`config.mk`:
```
export PLATFORM = sky130hd
export DESIGN_NAME = distinct_permutation_enumerator_core
export DESIGN_NICKNAME = d
export VERILOG_FILES = /design/src/dpe_pkg.sv /design/src/dpe_cand_chk.sv /design/src/distinct_permutation_enumerator_core.sv
export SDC_FILE = /design/constraint.sdc
export NUM_CORES = 1
export LEC_CHECK = 0
export BUFFER_PORTS_ARGS = -buffer_cell sky130_fd_sc_hd__buf_2
export CORE_MARGIN = 5
export CORE_UTILIZATION = 30
export CTS_CLUSTER_SIZE = 40
export DETAILED_ROUTE_END_ITERATION = 12
export GPL_TIMING_DRIVEN = 0
export PLACE_DENSITY = 0.44
export REMOVE_ABC_BUFFERS = 1
export SKIP_LAST_GASP = 1
export SLEW_MARGIN = 20
export SYNTH_ARGS = -nofsm -noshare
export SYNTH_HDL_FRONTEND = slang
export SYNTH_SLANG_ARGS = --single-unit
```
`constraint.sdc`:
```
create_clock -name clk -period 3.7 [get_ports clk]
set_input_delay 0.74 -clock clk [delete_from_list [all_inputs] [get_ports clk]]
set_output_delay 0.74 -clock clk [all_outputs]
set_load 0.02 [all_outputs]
```
`src/dpe_pkg.sv`:
```
// shared types and constants for the distinct permutation enumerator
`default_nettype none

package dpe_pkg;

    // payload field widths
    localparam int CHAR_W     = 8;
    localparam int LEN_W      = 4;
    localparam int WORD_W     = 64;
    localparam int IN_DATA_W  = 8;
    localparam int IN_USER_W  = 2;
    localparam int OUT_DATA_W = 72;
    localparam int OUT_USER_W = 3;

    // default string capacity
    localparam int MAX_LEN_DEF = 8;

    typedef logic [CHAR_W-1:0] char_t;

    // command codes carried on the input tuser
    typedef enum logic [IN_USER_W-1:0] {
        CMD_CLEAR  = 2'd0,
        CMD_APPEND = 2'd1,
        CMD_NEXT   = 2'd2,
        CMD_NOP    = 2'd3
    } cmd_t;

    // sequencer states
    typedef enum logic [1:0] {
        ST_IDLE,
        ST_BACK,
        ST_SCAN,
        ST_EMIT
    } state_t;

endpackage

`default_nettype wire

```
`src/dpe_cand_chk.sv`:
```
// candidate check unit: tests one position against taken mask and earlier duplicates
`default_nettype none

module dpe_cand_chk
    import dpe_pkg::*;
#(
    parameter int MAX_LEN = MAX_LEN_DEF,
    parameter int IDX_W   = (MAX_LEN > 1) ? $clog2(MAX_LEN) : 1
)
(
    input  char_t              chars [MAX_LEN],
    input  logic [MAX_LEN-1:0] taken,
    input  logic [IDX_W-1:0]   cand,
    output logic               ok,
    output char_t              cand_char
);

    // character at the probed position
    assign cand_char = chars[cand];

    // an earlier free position with the same character blocks the candidate
    always_comb
    begin
        logic dup;
        dup = 1'b0;
        for (int q = 0; q < MAX_LEN; q++)
        begin
            if ((IDX_W'(q) < cand) && !taken[q] && (chars[q] == cand_char))
            begin
                dup = 1'b1;
            end
        end
        ok = !taken[cand] && !dup;
    end

endmodule

`default_nettype wire

```
`src/distinct_permutation_enumerator_core.sv`:
```
// distinct permutation enumerator: command decode, backtracking sequencer, output register
//
// usage
//   input channel s_axis: tuser carries the command (clear, append, next, nop),
//   tdata carries the character for an append. one request is taken only when
//   the sequencer is idle; the block is busy while it searches.
//   output channel m_axis: exactly one result per request. tdata holds the
//   permutation word and the string length, tuser the flags perm_valid,
//   all_done and append_overflow.
// sequencing
//   clear, append, nop and a next request on an empty or finished string go
//   from idle straight to the emit state, which loads the result into the
//   output register; the block then returns to idle for the next request.
//   a next request: a scan step per probed candidate position or level found
//   exhausted, a back step per backtracked level, then the emit state. the
//   single candidate check unit probes one position per cycle. a new request
//   is taken only after the result is in the output register.
// reset
//   empties the string and the enumeration state; no result is pending.
// stalls
//   a finished result waits in the output register while m_axis_tready is low;
//   the block still takes the next request and holds its own result until the
//   output register frees up.
`default_nettype none

module distinct_permutation_enumerator_core
    import dpe_pkg::*;
#(
    parameter int MAX_LEN = MAX_LEN_DEF
)
(
    input  wire logic                  clk,
    input  wire logic                  rst_n,
    input  wire logic                  s_axis_tvalid,
    output logic                       s_axis_tready,
    input  wire logic [IN_DATA_W-1:0]  s_axis_tdata,   // [7:0] char_in
    input  wire logic [IN_USER_W-1:0]  s_axis_tuser,   // [1:0] command
    output logic                       m_axis_tvalid,
    input  wire logic                  m_axis_tready,
    output logic [OUT_DATA_W-1:0]      m_axis_tdata,   // [63:0] perm_word, [67:64] perm_length
    output logic [OUT_USER_W-1:0]      m_axis_tuser    // [0] perm_valid, [1] all_done,
                                                       // [2] append_overflow
);

    localparam int IDX_W = (MAX_LEN > 1) ? $clog2(MAX_LEN) : 1;

    // control state
    state_t             state_reg, state_next;
    logic [LEN_W-1:0]   len_reg, len_next;
    logic [MAX_LEN-1:0] taken_reg, taken_next;
    logic               started_reg, started_next;
    logic               finished_reg, finished_next;
    logic [IDX_W-1:0]   depth_reg, depth_next;
    logic [LEN_W-1:0]   cand_reg, cand_next;
    logic               emit_perm_reg, emit_perm_next;
    logic               emit_ovf_reg, emit_ovf_next;

    // payload storage
    char_t              chars_reg [MAX_LEN];
    logic [IDX_W-1:0]   lvl_reg   [MAX_LEN];
    char_t              perm_reg  [MAX_LEN];

    logic               chars_we;
    logic               lvl_we;

    // output register
    logic                  out_valid_reg, out_valid_next;
    logic [OUT_DATA_W-1:0] out_data_reg;
    logic [OUT_USER_W-1:0] out_user_reg;
    logic                  out_load;

    cmd_t               cmd;
    logic [IDX_W-1:0]   cand_idx;
    logic [IDX_W-1:0]   cur_idx;
    logic [MAX_LEN-1:0] cand_bit;
    logic [MAX_LEN-1:0] cur_bit;
    logic               cand_ok;
    char_t              cand_char;
    logic [LEN_W-1:0]   last_level;
    logic [WORD_W-1:0]  word;

    assign cmd        = cmd_t'(s_axis_tuser);
    assign cand_idx   = cand_reg[IDX_W-1:0];
    assign cur_idx    = lvl_reg[depth_reg];
    assign cand_bit   = MAX_LEN'(1) << cand_idx;
    assign cur_bit    = MAX_LEN'(1) << cur_idx;
    assign last_level = len_reg - LEN_W'(1);

    // shared candidate check unit
    dpe_cand_chk #(
        .MAX_LEN (MAX_LEN),
        .IDX_W   (IDX_W)
    ) u_cand_chk (
        .chars     (chars_reg),
        .taken     (taken_reg),
        .cand      (cand_idx),
        .ok        (cand_ok),
        .cand_char (cand_char)
    );

    // sequencer next state
    always_comb
    begin
        state_next = state_reg;
        unique case (state_reg)
            ST_IDLE:
            begin
                if (s_axis_tvalid)
                begin
                    if ((cmd == CMD_NEXT) && !finished_reg && (len_reg != '0))
                    begin
                        state_next = started_reg ? ST_BACK : ST_SCAN;
                    end
                    else
                    begin
                        state_next = ST_EMIT;
                    end
                end
            end
            ST_BACK:
            begin
                state_next = ST_SCAN;
            end
            ST_SCAN:
            begin
                if (cand_reg >= len_reg)
                begin
                    state_next = (depth_reg == '0) ? ST_EMIT : ST_BACK;
                end
                else if (cand_ok && (LEN_W'(depth_reg) == last_level))
                begin
                    state_next = ST_EMIT;
                end
            end
            ST_EMIT:
            begin
                if (out_load)
                begin
                    state_next = ST_IDLE;
                end
            end
            default:
            begin
                state_next = ST_IDLE;
            end
        endcase
    end

    // sequencer outputs and datapath next values
    always_comb
    begin
        len_next       = len_reg;
        taken_next     = taken_reg;
        started_next   = started_reg;
        finished_next  = finished_reg;
        depth_next     = depth_reg;
        cand_next      = cand_reg;
        emit_perm_next = emit_perm_reg;
        emit_ovf_next  = emit_ovf_reg;
        chars_we       = 1'b0;
        lvl_we         = 1'b0;
        unique case (state_reg)
            ST_IDLE:
            begin
                if (s_axis_tvalid)
                begin
                    emit_perm_next = 1'b0;
                    emit_ovf_next  = 1'b0;
                    unique case (cmd)
                        CMD_CLEAR:
                        begin
                            len_next      = '0;
                            taken_next    = '0;
                            started_next  = 1'b0;
                            finished_next = 1'b0;
                        end
                        CMD_APPEND:
                        begin
                            if (len_reg < LEN_W'(MAX_LEN))
                            begin
                                chars_we      = 1'b1;
                                len_next      = len_reg + LEN_W'(1);
                                taken_next    = '0;
                                started_next  = 1'b0;
                                finished_next = 1'b0;
                            end
                            else
                            begin
                                emit_ovf_next = 1'b1;
                            end
                        end
                        CMD_NEXT:
                        begin
                            if (!finished_reg)
                            begin
                                if (len_reg == '0)
                                begin
                                    finished_next = 1'b1;
                                    started_next  = 1'b1;
                                    taken_next    = '0;
                                end
                                else if (!started_reg)
                                begin
                                    taken_next = '0;
                                    depth_next = '0;
                                    cand_next  = '0;
                                end
                                else
                                begin
                                    depth_next = last_level[IDX_W-1:0];
                                end
                            end
                        end
                        default:
                        begin
                        end
                    endcase
                end
            end
            ST_BACK:
            begin
                // release the current choice and resume just past it
                taken_next = taken_reg & ~cur_bit;
                cand_next  = LEN_W'(cur_idx) + LEN_W'(1);
            end
            ST_SCAN:
            begin
                if (cand_reg >= len_reg)
                begin
                    if (depth_reg == '0)
                    begin
                        finished_next = 1'b1;
                        started_next  = 1'b1;
                        taken_next    = '0;
                    end
                    else
                    begin
                        depth_next = depth_reg - IDX_W'(1);
                    end
                end
                else if (cand_ok)
                begin
                    lvl_we     = 1'b1;
                    taken_next = taken_reg | cand_bit;
                    if (LEN_W'(depth_reg) == last_level)
                    begin
                        started_next   = 1'b1;
                        emit_perm_next = 1'b1;
                    end
                    else
                    begin
                        depth_next = depth_reg + IDX_W'(1);
                        cand_next  = '0;
                    end
                end
                else
                begin
                    cand_next = cand_reg + LEN_W'(1);
                end
            end
            ST_EMIT:
            begin
            end
            default:
            begin
            end
        endcase
    end

    // control registers
    always_ff @(posedge clk or negedge rst_n)
    begin
        if (!rst_n)
        begin
            state_reg     <= ST_IDLE;
            len_reg       <= '0;
            taken_reg     <= '0;
            started_reg   <= 1'b0;
            finished_reg  <= 1'b0;
            depth_reg     <= '0;
            cand_reg      <= '0;
            emit_perm_reg <= 1'b0;
            emit_ovf_reg  <= 1'b0;
            out_valid_reg <= 1'b0;
        end
        else
        begin
            state_reg     <= state_next;
            len_reg       <= len_next;
            taken_reg     <= taken_next;
            started_reg   <= started_next;
            finished_reg  <= finished_next;
            depth_reg     <= depth_next;
            cand_reg      <= cand_next;
            emit_perm_reg <= emit_perm_next;
            emit_ovf_reg  <= emit_ovf_next;
            out_valid_reg <= out_valid_next;
        end
    end

    // string and level stack storage
    always_ff @(posedge clk)
    begin
        if (chars_we)
        begin
            chars_reg[len_reg[IDX_W-1:0]] <= char_t'(s_axis_tdata);
        end
        if (lvl_we)
        begin
            lvl_reg[depth_reg]  <= cand_idx;
            perm_reg[depth_reg] <= cand_char;
        end
    end

    // permutation word from the chosen characters
    always_comb
    begin
        word = '0;
        if (emit_perm_reg)
        begin
            for (int k = 0; k < MAX_LEN; k++)
            begin
                if (LEN_W'(k) < len_reg)
                begin
                    word[k*CHAR_W +: CHAR_W] = perm_reg[k];
                end
            end
        end
    end

    // output register handshake
    assign out_load = (state_reg == ST_EMIT) && (!out_valid_reg || m_axis_tready);

    always_comb
    begin
        out_valid_next = out_valid_reg;
        if (out_load)
        begin
            out_valid_next = 1'b1;
        end
        else if (m_axis_tready)
        begin
            out_valid_next = 1'b0;
        end
    end

    always_ff @(posedge clk)
    begin
        if (out_load)
        begin
            out_data_reg <= {(OUT_DATA_W - WORD_W - LEN_W)'(0), len_reg, word};
            out_user_reg <= {emit_ovf_reg, finished_reg, emit_perm_reg};
        end
    end

    assign s_axis_tready = (state_reg == ST_IDLE);
    assign m_axis_tvalid = out_valid_reg;
    assign m_axis_tdata  = out_data_reg;
    assign m_axis_tuser  = out_user_reg;

    // a result never carries a permutation and the exhausted flag together
    a_perm_not_done: assert property (@(posedge clk) disable iff (!rst_n)
        m_axis_tvalid |-> !(m_axis_tuser[0] && m_axis_tuser[1]))
        else $error("permutation and exhausted flag both set");

    // a permutation result always has a non-empty string
    a_perm_len: assert property (@(posedge clk) disable iff (!rst_n)
        (m_axis_tvalid && m_axis_tuser[0]) |-> (m_axis_tdata[67:64] != 4'd0))
        else $error("permutation with zero length");

    // never more positions taken than characters loaded
    a_taken_count: assert property (@(posedge clk) disable iff (!rst_n)
        $countones(taken_reg) <= int'(len_reg))
        else $error("taken mask exceeds string length");

    // search depth stays inside the string
    a_depth_range: assert property (@(posedge clk) disable iff (!rst_n)
        ((state_reg == ST_SCAN) || (state_reg == ST_BACK)) |-> (LEN_W'(depth_reg) < len_reg))
        else $error("search depth out of range");

endmodule

`default_nettype wire
```
* After elaboration in Yosys (flattened, before gate mapping)
Memory sizes are Yosys's and may differ from the RTL's. A register that Yosys moved wholly into a read port is not among the register bits.
Cells that the tools add are included.
** Word-level totals
- Register bits after elaboration :: 97
- Bits in writable memories :: 88
- Logic and storage cells :: 251
- Output and inout bits :: 77
- Memories :: 2
- Bits of input ports :: 14
** Cells by class
- Bitwise logic cells :: 5
- Add/sub/neg operators :: 6
- Equal/unequal tests :: 38
- Shift operators :: 2
- Reduce and logical (&&, ||, !) cells :: 69
- Mux-type cells :: 87
- Order comparisons :: 22
** Memories
- perm_reg :: words 8, bits a word 8, read ports 8, clocked after Yosys merged registers in 8, wr ports 1, line distinct_permutation_enumerator_core.sv:61 : char_t perm_reg [MAX_LEN];
- lvl_reg :: words 8, bits a word 3, read ports 1, clocked after Yosys merged registers in 0, wr ports 1, line distinct_permutation_enumerator_core.sv:60 : logic [IDX_W-1:0] lvl_reg [MAX_LEN];
** Operator list (count)
- 2-to-1 mux 8 bit :: 11
- bitwise mux 64 bit :: 1
- equality test 8 bit :: 8
- case mux 8 bit (3 select lines) :: 2
- 2-to-1 mux 1 bit :: 36
- 2-to-1 mux 4 bit :: 9
- 2-to-1 mux 3 bit :: 9
- inequality test 3 bit, second input constant :: 9
- binary-select mux 8 bit (select 3 bit) :: 1
- demux 8 bit (select 3 bit) :: 1
- AND reduction 8 bit :: 3
- logical AND 1 bit :: 22
- inequality test 2 bit, second input constant :: 11
- logical NOT 1 bit :: 20
- AND reduction 2 bit :: 9
- < comparator 3 x 4 -> 1 bit, first input constant :: 4
- << shifter 1 x 3 -> 8 bit, first input constant :: 2
- 2-to-1 mux 2 bit :: 7
- < comparator 3 bit, first input constant :: 4
- case mux 4 bit (3 select lines) :: 1
- AND reduction 9 bit :: 1
- adder 4 x 1 -> 4 bit, second input constant :: 2
- AND 8 bit :: 1
- greater-or-equal comparator 4 bit, second input constant :: 2
- other kinds (39) :: 53

* Longest topological paths before layout
- Word-level depth :: 21
- Gate-level depth with buffers :: 17
- Mapped depth without buffers :: 14

* Hierarchy
From an unflattened synthesis, not the netlist that was laid out.
** Unflattened totals
- Cell total of the unflattened synthesis :: 732
- Area, all modules :: 11050.6 um2
** Modules (own cells, without submodules)
- distinct_permutation_enumerator_core :: instances 1, area an instance 9645.5 um2, seq. area each 7347.0 um2, cells an instance 587
- dpe_cand_chk :: instances 1, area an instance 1405.1 um2, seq. area each 0.0 um2, cells an instance 145

* Worst setup path after synthesis
Ideal clock, no wire load.
- Path kind :: reg2reg
- Start point :: register cand_reg[0]
- End point :: memory lvl_reg[6][0] (netlist name) (enable)
- Data required time :: 3304 ps
- Library setup time :: 396 ps
- Buffers on the path :: 3
- Slack :: -273 ps
- Data arrival time :: 3577 ps
- Stages on the path, launching flop included :: 14
- Period minus slack after synthesis :: 3973 ps
- Path through :: dfrtp_1 buf_6 buf_6 mux4_2 mux2i_4 xnor2_1 a2111oi_2 nand4_1 o311a_1 nand4_1 buf_6 nor2_1 nand2_1 nor3b_1
** Between the ends
- Longest elaborated chain between the ends :: 21
- Elaborated cells between the ends (all ways) :: 55
- Those cells by class :: order compare (9); eq/ne (8); mux (18); bitwise (1); reduce/logical (19)
** RTL lines
- start: declaration :: line distinct_permutation_enumerator_core.sv:54 : logic [LEN_W-1:0] cand_reg, cand_next;
- start signal: assignment :: line distinct_permutation_enumerator_core.sv:294 : cand_reg <= cand_next;
- inverter 3 -> 4 bit (not written as such) :: line dpe_cand_chk.sv:19 : assign cand_char = chars[cand];
- binary-select mux 8 bit (select 3 bit) :: line dpe_cand_chk.sv:19
- 2-to-1 mux 8 bit (not written as such) (2 in series) :: line dpe_cand_chk.sv:19
- equality test 8 bit :: line dpe_cand_chk.sv:28 : if ((IDX_W'(q) < cand) && !taken[q] && (chars[q] == cand_char))
- logical AND 1 bit :: line dpe_cand_chk.sv:28
- 2-to-1 mux 1 bit (8 in series) :: line dpe_cand_chk.sv:28
- logical NOT 1 bit :: line dpe_cand_chk.sv:33 : ok = !taken[cand] && !dup;
- logical AND 1 bit :: line dpe_cand_chk.sv:33
- 2-to-1 mux 1 bit :: line distinct_permutation_enumerator_core.sv:241 : else if (cand_ok)
- 2-to-1 mux 1 bit * :: line distinct_permutation_enumerator_core.sv:228 : if (cand_reg >= len_reg)
- 2-to-1 mux 1 bit * :: line distinct_permutation_enumerator_core.sv:162 : unique case (state_reg)
- 2-to-1 mux 1 bit * :: line distinct_permutation_enumerator_core.sv:308 : if (lvl_we)
- 2-to-1 mux 1 bit (not written as such) * :: line distinct_permutation_enumerator_core.sv:310 : lvl_reg[depth_reg] <= cand_idx;
- end: declaration :: line distinct_permutation_enumerator_core.sv:60
Every way passes the cells marked *; elsewhere a longest branch is shown, timed or not. The select of a mux whose other input is x is not followed.

* Worst setup path in the final report
- Start point :: register cand_reg[0]
- End point :: memory perm_reg[2][7] (netlist name) (enable)
** Between the ends
- Longest elaborated chain between the ends :: 21
- Elaborated cells between the ends (all ways) :: 55
- Those cells by class :: order compare (9); eq/ne (8); mux (18); bitwise (1); reduce/logical (19)
** RTL lines
- inverter 3 -> 4 bit (not written as such) :: line dpe_cand_chk.sv:19
- binary-select mux 8 bit (select 3 bit) :: line dpe_cand_chk.sv:19
- 2-to-1 mux 8 bit (not written as such) (2 in series) :: line dpe_cand_chk.sv:19
- equality test 8 bit :: line dpe_cand_chk.sv:28
- logical AND 1 bit :: line dpe_cand_chk.sv:28
- 2-to-1 mux 1 bit (8 in series) :: line dpe_cand_chk.sv:28
- logical NOT 1 bit :: line dpe_cand_chk.sv:33
- logical AND 1 bit :: line dpe_cand_chk.sv:33
- 2-to-1 mux 1 bit :: line distinct_permutation_enumerator_core.sv:241
- 2-to-1 mux 1 bit * :: line distinct_permutation_enumerator_core.sv:228
- 2-to-1 mux 1 bit * :: line distinct_permutation_enumerator_core.sv:162
- 2-to-1 mux 1 bit * :: line distinct_permutation_enumerator_core.sv:308
- 2-to-1 mux 1 bit (not written as such) * :: line distinct_permutation_enumerator_core.sv:311 : perm_reg[depth_reg] <= cand_char;
- end: declaration :: line distinct_permutation_enumerator_core.sv:61
Marked as above.

==> metrics.md <==
| Metric | Value |
|---|---|
| Total power density per cell area | `roughly 860 nW/µm²` |
| Required @ worst endpoint | `3950 ps` |
| Count of flip-flops with a built-in enable after synthesis | `~220` |
| Crit path largest cell delay | `approximately 530 ps` |
| Most frequent cells after synthesis | `edfxtp_1, and2_1, mux2i_1, nor2_1, xnor2_1` |
| # H-tree levels | `1` |
| Via count of the first global-routing pass | `around 6800` |
| Achievable clock frequency | `between 200 and 300 MHz` |
| Sequential cell area | `7360 µm²` |
| Count of buffering cells on the critical path with inverters included | `4` |
| Largest area contributor in the synthesized netlist | `edfxtp_1` |
| Combinational group share of total power | `38.7%` |
| Leakage power total | `4.81 nW` |
| Slew headroom | `between 20% and 30%` |
| Combined area of the multi-input logic cells | `between 3000 and 4000 µm²` |
| Total placed instance area | `roughly 12000 µm²` |
| Post-route fraction of the period consumed by the critical path | `95.6%` |
| Max stage delay cell, worst path | `dfrtp_4` |
| Setup violation total in the final timing report | `0` |
| CTS Buf Count | `28` |
| Initial detailed-routing violation count | `around 380` |
| Synth area leaders | `edfxtp_1, dfrtp_1, mux2i_1, and2_1, ha_1` |
| Maximum clock skew at final layout | `roughly 12 ps` |
| Syn Area/Cell | `approximately 14 µm²` |
| IR drop worst, VDD | `0.000327 V` |
| Max capacitance violation total | `0` |
| Switch share | `38.4%` |
| Sequential share of the synthesized area | `between 60% and 70%` |
| Ant. Diodes | `0` |
| Vias per cell | `4.75` |
| Placement Rows | `70` |
| Measured slew at the worst slew-check pin | `between 1000 and 1500 ps` |
| Sequential share of power | `roughly 37%` |
| Post-synth design cell area | `about 11000 µm²` |
| Total of fill cells in the finished design | `between 3000 and 4000` |
| Number of top-level pins | `91` |
| Proportion of netlist area held by the largest area contributor | `between 60% and 70%` |
| Warnings from Yosys | `0` |
| Starting density of the core | `between 30% and 40%` |
| Run status | `finished clean` |
| Path class of the lowest-slack min-delay path | `in -> async` |
| Clock network fraction of total power | `between 20% and 30%` |
| Number of nets with antenna violations after routing | `0` |
| Final std cell area, no fill | `roughly 13000 µm²` |
| Core footprint | `~37000 µm²` |
| Total Routed Length | `27800 µm` |
| Final setup slack of the worst path | `between 150 and 200 ps` |
| Share of async-settable or async-resettable flops after synthesis | `about a tenth` |
| Synth Instances | `between 700 and 800` |
| Global-route wire length before repair | `~42000 µm` |
| Placed wire-length estimate after detailed placement | `about 19000 µm` |
| Worst setup timing slack at the placement stage | `-2160 ps` |
| Overall track demand over capacity in global routing | `13.3%` |
| Layout cell share with drive strength beyond 1 | `22.9%` |
| Net switching power of the design | `approximately 4.4 mW` |
| Pin count of the biggest net entering global routing | `56` |
| Die W | `~200 µm` |
| Max Slew Vio Count | `0` |
| Worst path most repeated cell | `buf_4` |
| Worst-Skew Late Latency | `around 560 ps` |
| Port Buffers | `86` |
| Clock Tree Root | `clkbuf_16` |
| Maximum fanout along the worst path | `11` |
| Final RePlAce weighted congestion | `0.773` |
| Kind of start point of the critical path | `flop` |
| Sum of negative setup slack | `0 ps` |
| Hold-fix buffers, CTS | `0` |
| Count of distinct cell types in the synthesized netlist | `68` |
| Internal power | `about 7.0 mW` |
| Total number of vias | `6517` |
| Number of hold violations in the final report | `0` |
| Clock buffer depth | `3` |
| Clock-pin slew reported for the worst setup and hold paths after clock tree synthesis | `roughly 60 ps` |
| Average wire length per cell after detail routing | `approximately 20 µm` |
| Layout-stage area growth over the synthesis result | `19.9%` |
| Post-synthesis sequential element count | `roughly 250` |
| Detailed Routing Iterations Pass 1 | `4` |
| Global-route congestion overflow total | `0` |
| Die Height | `202 µm` |
| TritonCTS clock tree | `built` |
| Primary flip-flop cell chosen by synthesis mapping | `edfxtp_1` |
| Final routed DRC violation total | `0` |
| Top cell family by delay on the critical path | `simple AND/OR/NAND/NOR gates` |
| Critical path data arrival time | `approximately 3800 ps` |
| Critical path type | `reg -> reg` |
| Endpoint kind of the worst setup timing path | `flop` |
| Number of flip-flops in the largest register | `between 60 and 70` |
| Area enclosed by the die boundary | `~40000 µm²` |
| Cells along the critical path | `buf_4, buf_8, mux2i_1, a22o_1, or2_2, xnor2_1, nor4_1, a32oi_1, nand4_1, buf_4, nor2_4, nand2_4, nor3_4, buf_4` |
| Shortest clock period the worst path allows after layout | `between 3000 and 4000 ps` |
| Most repeated cell in the gate-level netlist after synthesis | `edfxtp_1` |
| Layout net count | `923` |
| Sink Count | `249` |
| Initial antenna violation count | `0` |
==> path summary, 6_finish.rpt <==
check | startpoint | endpoint | slack, ps | depth (start not counted)
worst max-delay path | cand_reg[0] | perm_reg[2][7] | 160 | 14
worst min-delay path | rst_n | state_reg[0] | 230 | 1
worst max register to register | cand_reg[0] | perm_reg[2][7] | 160 | 14
worst min register to register | emit_ovf_reg | m_axis_tuser[2] | 450 | 0
max in group asynchronous | rst_n | cand_reg[1] | 2940 | 1
min in group clk | emit_ovf_reg | m_axis_tuser[2] | 450 | 0
==> per-stage QoR <==
stage	hold WS, ps	util (%)	total power, mW	cells
after floorplan	425	-	6.90	744
after global placement	432	32.5	8.36	1298
after detailed placement	435	32.8	8.37	1306
after CTS	238	36.0	11.4	1368
after global routing	280	36.3	12.0	1372
final	233	36.3	11.3	1372
==> logic make-up after synthesis <==
kind of cell,count (synthesis),synth area share (%)
and+or+nand+nor,213,10.5
adders and majority gates,24,2.79
buffers and inverters,67,2.90
AOI/OAI and AO/OA,125,7.74
DFF,249,66.5
xor gates and xnor gates,50,3.96
other,1,0.0339
muxes,49,5.58
==> power by group through the flow <==
stage / clock, mW / combinational [mW] / sequential (mW)
2_1_floorplan: 0 / 2.39 / 4.51
3_3_place_gp: 0 / 3.93 / 4.44
3_5_place_dp: 0 / 3.95 / 4.41
4_1_cts: 2.80 / 4.30 / 4.30
5_1_grt: 2.91 / 4.80 / 4.32
6_report: 2.71 / 4.38 / 4.25
==> placed cells by master, fill, tap and decap left out, types with 25 or more instances in the layout <==
| cell type | netlist | routed |
|---|---|---|
| mux2i_1 | 38 | 38 |
| inv_1 | 27 | 27 |
| nor2_1 | 33 | 25 |
| buf_2 | 7 | 86 |
| clkbuf_16 | 0 | 28 |
| nand2_1 | 28 | 26 |
| xnor2_1 | 31 | 29 |
| and2_1 | 60 | 57 |
| edfxtp_1 | 223 | 223 |
| a21oi_1 | 27 | 27 |
| o21ai_0 | 25 | 25 |
==> layer usage <==
| layer | track usage (%) | vias to the layer above | wire length, µm |
|---|---|---|---|
| li1 | - | 3102 | - |
| met1 | 17.3 | 3205 | 12100 |
| met2 | 23.0 | 161 | 13600 |
| met3 | 2.44 | 49 | 1280 |
| met4 | 3.66 | 0 | 767 |
| met5 | 0 | - | 0 |
==> area by class of cell <==
cell class,count,share of cell area [%]
Clock buffer,31,5.37
Clock inverter,18,1.45
Timing Repair Buffer,111,5.23
Multi-Input combinational cell,465,27.1
Sequential cell,249,55.5
Tap cell,468,4.42
Inverter,30,0.916
==> timing repair <==
action	in CTS	in global routing
gates cloned	0	0
setup endpoints to repair	107	97
resized for setup	32	11
setup buffers	13	4
pin swaps	5	5
Note: power is estimated with default switching activity, not from simulation.
